--- src/rtl/quadratic_root_solver_defines.svh ---
// Assertion macros for the quadratic root solver RTL.
`ifndef QUADRATIC_ROOT_SOLVER_DEFINES_SVH
`define QUADRATIC_ROOT_SOLVER_DEFINES_SVH

// Check that a condition holds in the same cycle as its trigger.
`define QRS_ASSERT_SAME(name, clk, rstn, ante, cons) \
    name: assert property (@(posedge clk) disable iff (!rstn) (ante) |-> (cons)) \
        else $error("quadratic root solver check failed");

// Check that a condition holds in the cycle after its trigger.
`define QRS_ASSERT_NEXT(name, clk, rstn, ante, cons) \
    name: assert property (@(posedge clk) disable iff (!rstn) (ante) |=> (cons)) \
        else $error("quadratic root solver check failed");

`endif

--- src/rtl/qrs_sqrt_pipe.sv ---
// Pipelined integer square root, one result bit per stage.
module qrs_sqrt_pipe #(
    parameter int IN_W   = 66,
    parameter int SIDE_W = 8
) (
    input  logic              i_clk,
    input  logic              i_rst_n,
    input  logic              i_en,
    input  logic              i_valid,
    input  logic [IN_W-1:0]   i_radicand,
    input  logic [SIDE_W-1:0] i_side,
    output logic              o_valid,
    output logic [IN_W/2-1:0] o_root,
    output logic [SIDE_W-1:0] o_side
);
    localparam int OUT_W = IN_W / 2;
    localparam int REM_W = OUT_W + 2;

    logic              r_v    [OUT_W];
    logic [REM_W-1:0]  r_rem  [OUT_W];
    logic [OUT_W-1:0]  r_res  [OUT_W];
    logic [IN_W-1:0]   r_rad  [OUT_W];
    logic [SIDE_W-1:0] r_side [OUT_W];

    for (genvar k = 0; k < OUT_W; k++) begin : g_stage
        logic              w_v_in;
        logic [REM_W-1:0]  w_rem_in;
        logic [OUT_W-1:0]  w_res_in;
        logic [IN_W-1:0]   w_rad_in;
        logic [SIDE_W-1:0] w_side_in;
        logic [REM_W+1:0]  w_cur;
        logic [REM_W+1:0]  w_trial;

        if (k == 0) begin : g_first
            assign w_v_in    = i_valid;
            assign w_rem_in  = '0;
            assign w_res_in  = '0;
            assign w_rad_in  = i_radicand;
            assign w_side_in = i_side;
        end else begin : g_next
            assign w_v_in    = r_v[k-1];
            assign w_rem_in  = r_rem[k-1];
            assign w_res_in  = r_res[k-1];
            assign w_rad_in  = r_rad[k-1];
            assign w_side_in = r_side[k-1];
        end

        // bring down the next two radicand bits, try root*4+1
        assign w_cur   = {w_rem_in, w_rad_in[IN_W-1 -: 2]};
        assign w_trial = (REM_W+2)'({w_res_in, 2'b01});

        always_ff @(posedge i_clk) begin
            if (!i_rst_n) begin
                r_v[k] <= 1'b0;
            end else if (i_en) begin
                r_v[k] <= w_v_in;
            end
        end

        always_ff @(posedge i_clk) begin
            if (i_en) begin
                if (w_cur >= w_trial) begin
                    r_rem[k] <= REM_W'(w_cur - w_trial);
                    r_res[k] <= {w_res_in[OUT_W-2:0], 1'b1};
                end else begin
                    r_rem[k] <= REM_W'(w_cur);
                    r_res[k] <= {w_res_in[OUT_W-2:0], 1'b0};
                end
                r_rad[k]  <= w_rad_in << 2;
                r_side[k] <= w_side_in;
            end
        end
    end

    assign o_valid = r_v[OUT_W-1];
    assign o_root  = r_res[OUT_W-1];
    assign o_side  = r_side[OUT_W-1];

endmodule

--- config.mk ---
export PLATFORM = sky130hd
export DESIGN_NAME = qrs_sqrt_pipe
export DESIGN_NICKNAME = d
export VERILOG_FILES = /design/src/rtl/quadratic_root_solver_defines.svh /design/src/rtl/qrs_sqrt_pipe.sv
export SDC_FILE = /design/constraint.sdc
export NUM_CORES = 2
export LEC_CHECK = 0
export BUFFER_PORTS_ARGS = -buffer_cell sky130_fd_sc_hd__clkbuf_2
export CORE_MARGIN = 5
export CORE_UTILIZATION = 50
export CTS_BUF_LIST = sky130_fd_sc_hd__clkbuf_16
export DETAILED_ROUTE_END_ITERATION = 10
export PLACE_DENSITY = 0.74
export SLEW_MARGIN = 20
export SYNTH_ARGS = -nofsm -noshare
export SYNTH_HDL_FRONTEND = slang
export SYNTH_MEMORY_MAX_BITS = 65536
export SYNTH_SLANG_ARGS = --single-unit
--- constraint.sdc ---
create_clock -name i_clk -period 5.5 [get_ports i_clk]
set_input_delay 0.825 -clock i_clk [delete_from_list [all_inputs] [get_ports i_clk]]
set_output_delay 0.825 -clock i_clk [all_outputs]
set_load 0.005 [all_outputs]
# Word level (Yosys, flattened, before mapping)
# Memory sizes are Yosys's and may differ from the RTL's.
# Cells that the tools add are included.
[word_totals]
memories = 5
ram_bits = 4653
regBits = 0
out_inout_bits = 42
[mem_list]
columns = ["memory", "words", "width", "read_ports", "rd_clocked_by_memory_dff", "write_ports", "line_no", "source"]
rows = [
  ["r_rad", 33, 64, 32, 0, 33, "qrs_sqrt_pipe.sv:22", "logic [IN_W-1:0] r_rad [OUT_W];"],
  ["r_rem", 33, 35, 32, 0, 33, "qrs_sqrt_pipe.sv:20", "logic [REM_W-1:0] r_rem [OUT_W];"],
  ["r_res", 33, 33, 33, 0, 33, "qrs_sqrt_pipe.sv:21", "logic [OUT_W-1:0] r_res [OUT_W];"],
  ["r_side", 33, 8, 33, 0, 33, "qrs_sqrt_pipe.sv:23", "logic [SIDE_W-1:0] r_side [OUT_W];"],
  ["r_v", 33, 1, 33, 0, 33, "qrs_sqrt_pipe.sv:19", "logic r_v [OUT_W];"],
]
[op_classes]
muxes = 302
n_bitwise = 99
magnitude_cmp = 33
n_addsub = 33
[op_table]
columns = ["operator", "n"]
rows = [
  [">= comparator 37 x 35 -> 1 bit", 32],
  ["2-to-1 mux 35 bit", 33],
  ["subtractor 35 bit", 32],
  ["2-to-1 mux 33 bit", 33],
  ["2-to-1 mux 1 bit", 236],
  ["OR 1 bit", 99],
  ["subtractor 2 x 1 -> 3 bit, second input constant", 1],
  [">= comparator 2 x 1 -> 1 bit, second input constant", 1],
]

# Logic depth before layout (Yosys ltp)
# An unclocked memory read counts as a cell.
[logic_depth]
ltp_word = 6
mapped_depth = 16
mapped_depth_nobuf = 14

# Worst setup path before layout
# Ideal clock, no wire load.
[synth_path]
path_type = "input-to-reg"
start = "input i_en"
end = "memory r_rem[31][0] (netlist name) (enable)"
arrival_time_ns = 3.938
cell_stages = 6
t_required_ns = 5.052
n_path_buf = 6
setup_time_ns = 0.448
slack_ns = 1.114
cell_sequence = "clkbuf_1 > clkbuf_1 > clkbuf_1 > clkbuf_1 > clkbuf_1 > clkbuf_1"
[synth_rtl]
columns = ["element", "line_no", "source"]
rows = [
  ["start, declared", "qrs_sqrt_pipe.sv:8", "input logic i_en,"],
  ["end, declared", "qrs_sqrt_pipe.sv:20", ""],
]

==> results.toml <==
[placement]
dp_slack_ns = 0.7791
placed_area_um2 = 138900
gp_congestion = 0.9126
dp_hpwl_um = 191400
port_buffers = 119

[power_and_ir_drop]
ir_drop_mv = 0.3030
power.share.sequential = 0.488
power.density_nw_per_um2 = 416.7
p_int_mw = 45.02
switching_share = 0.2754
p_switching_mw = 17.11
p_comb_frac = 0.180
pwr-share-clk = 0.332
power.leakage_nw = 56.64

[final_layout]
areaGrowthSynthToFinish_pct = 11.40
mostFrequentLayoutCells = "edfxtp_1, inv_1, nand2_1"
layout_commonest_cell = "edfxtp_1"
nets = 11027
n_fill_cell = 21272
multiInputGateArea_um2 = 40740
drive_gt1_frac = 0.07632
fin_area_um2 = 149100
ff_latch_area_um2 = 89500

[synthesis]
yosys-top-cells-area = "edfxtp_1, ha_1, xor2_1"
yosys_register_bits = 2981
async_flop_share = 0
yosysTopAreaCell = "edfxtp_1"
yosysTopAreaCellShare = 0.6683
ys_types = 88
synth_area_um2 = 133800
ys.flop_type = "edfxtp_1"
synth_seq_area_share = 0.6686
syn_area_per_cell_um2 = 13.31
syn_nets = 10729
ys_warn_count = 0
synth_edf_count = 2979
syn-instance-count = 10054

[detailed_routing]
vias_per_cell = 5.529
drtIter0Drc = 6069
wl_per_cell_um = 18.99
wirelength_um = 268800
drc = 0
firstDrtPassIters = 7
vias = 78262
antenna_left = 0

[worst_setup_path]
end_kind = "register"
worstPathRequired_ns = 6.10
crit_fanout = 55
cp_data_arrival_time_ns = 5.37
endpoint = "r_rem[31][11]"
r2r_cells = 12
path_buf_inv = 1
cp-startpoint = "r_rem[30][2]"
regToRegSetupSlack_ns = 0.73
start_kind = "register"
crit_chain = "ha_1 > a2111oi_0 > o211ai_1 > a211oi_1 > nor4_1 > nor3_1 > nand2b_1 > o21ai_0 > a41oi_1 > a31oi_4 > buf_4 > mux2_2"
cp_slowest_stage_delay_ns = 0.76
cp_slowest_cell = "a2111oi_0"
worst-path-stages = 12
r2r-end = "r_rem[31][11]"
worstReg2RegStart = "r_rem[30][2]"
worst-setup-path-type = "reg -> reg"
crit_family = "compound AO/OA/AOI/OAI gates"

[cts]
clkSlewWorstSetupHoldPaths_ns = 0.06
post_cts_buffers = 0
htreeDepth = 5
ctsLongestPathBuffers = 4
root_buffer = "clkbuf_16"
hold_buffers = 13
cts-resized-gates = 0
clkSinkCount = 2981
cts_buffers = 312
clock_latency_ns = 0.92
cts_tree = "yes"

[die]
initial_core_util = 0.5009
num_io_pins = 120
die_x_um = 527.4
dieHeight_um = 527.4
row_count = 190
core_area_um2 = 267200
dieArea_um2 = 278100

[sta]
worstMarginPinSlew_ns = 1.108
slew_viol_final = 0
fin_worst_skew_ns = 0.07740
setup-tns-final_ns = 0
rsz0062_at_grt = "no"
worst_slack_ns = 0.7301
whs_ns = 0.08599
slew_headroom = 0.2616
period_share = 0.8673
period_needed_ns = 4.770
timing.fmax_ghz = 0.2096
hold_violations = 0
setup_viol = 0

[grt]
grt_pass1_vias = 78321
grt_max_degree = 198
grtUsageTotal = 0.1898
grt_pass1_wl_um = 425000
antenna_found_initial = 2
grt_overflow_total = 0

[run_status]
status = "complete, no violations"

[job]
cap_violations = 0

[worst_hold_path]
min-delay-start = "i_radicand[61]"
hold_path_class = "in -> reg"
==> cells by family (layout without fill, tap and decap cells) <==
group / count (synthesis) / in the layout / synth area share
AOI/OAI and AO/OA: 1888 / 1888 / 0.08597
and+or+nand+nor: 2641 / 2641 / 0.09818
adders and majority gates: 597 / 597 / 0.05581
xor gates and xnor gates: 894 / 894 / 0.05850
muxes: 61 / 61 / 0.005010
DFF: 2981 / 2981 / 0.6686
other: 0 / 4 / 0
buffers and inverters: 992 / 1538 / 0.02788
==> power groups by stage <==
| stage | clock [mW] | sequential [mW] | combinational (mW) |
|---|---|---|---|
| 2_1_floorplan | 0 | 29.9 | 8.39 |
| 3_3_place_gp | 0 | 30.7 | 10.9 |
| 3_5_place_dp | 0 | 30.8 | 11.1 |
| 4_1_cts | 21.2 | 30.3 | 11.2 |
| 5_1_grt | 22.2 | 30.6 | 12.5 |
| 6_report | 20.6 | 30.3 | 11.2 |
==> how the worst min path moves through the flow <==
stage,to,slack [ns],cells past startpoint
after floorplan,r_rad[0][1000],0.40,0
after global placement,r_side[14][1],0.40,0
after detailed placement,r_rad[0][1000],0.40,0
after CTS,r_side[0][3],0.0004,1
after global routing,r_side[0][3],0.04,1
final,r_rad[0][61],0.09,1
==> metrics by stage <==
stage / cells / total power, mW / util
global route: 14156 / 65.29 / 0.5580
detailed placement: 13577 / 41.87 / 0.5196
floorplan: 10054 / 38.26 / -
global placement: 13577 / 41.58 / 0.5196
finish: 14156 / 62.13 / 0.5580
CTS: 14152 / 62.75 / 0.5580
==> cell usage after synthesis, types with 88 or more instances <==
cell      number
xor2_1       482
or3_1         95
inv_1        775
a21o_1       235
nor2_1       522
nand2b_1     146
o21ai_0      584
nand2_1      751
clkbuf_1     200
nor3_1       244
nand3_1      179
xnor2_1      412
a21oi_1      560
edfxtp_1    2979
ha_1         597
nand4_1      100
and3_1        88
nor4_1       127
nor2b_1       99
==> area by class of cell <==
type	instances	share of cell area
antenna	4	0.00006713
sequential	2981	0.6002
inverter	777	0.01956
clock buffer	319	0.05353
timing repair buffer	199	0.009348
clock inverter	243	0.01430
multi-input combinational	6081	0.2732
tap	3552	0.02980
==> registers in the layout (all words and copies together) (netlist names) <==
register and cells:
r_v 33, r_res 561, r_side 264, r_rem 1067, r_rad 1056
==> per-layer routing <==
layer / track usage / up-vias / routed length, um
met2: 0.3328 / 2057 / 134300
met5: 0 / - / 0
met3: 0.02551 / 640 / 12430
met1: 0.2378 / 37860 / 110400
met4: 0.07843 / 0 / 11680
li1: - / 37705 / -
==> worst reg2reg max path: cells and delay by family, from the launching register on <==
kind                       cells  cell delay (ns)
muxes                          1             0.39
buffers and inverters          1             0.32
adders and majority gates      1             0.37
DFF                            1             0.39
AOI/OAI and AO/OA              6             2.35
and+or+nand+nor                3             0.69
(Power assumes the default switching activity.)
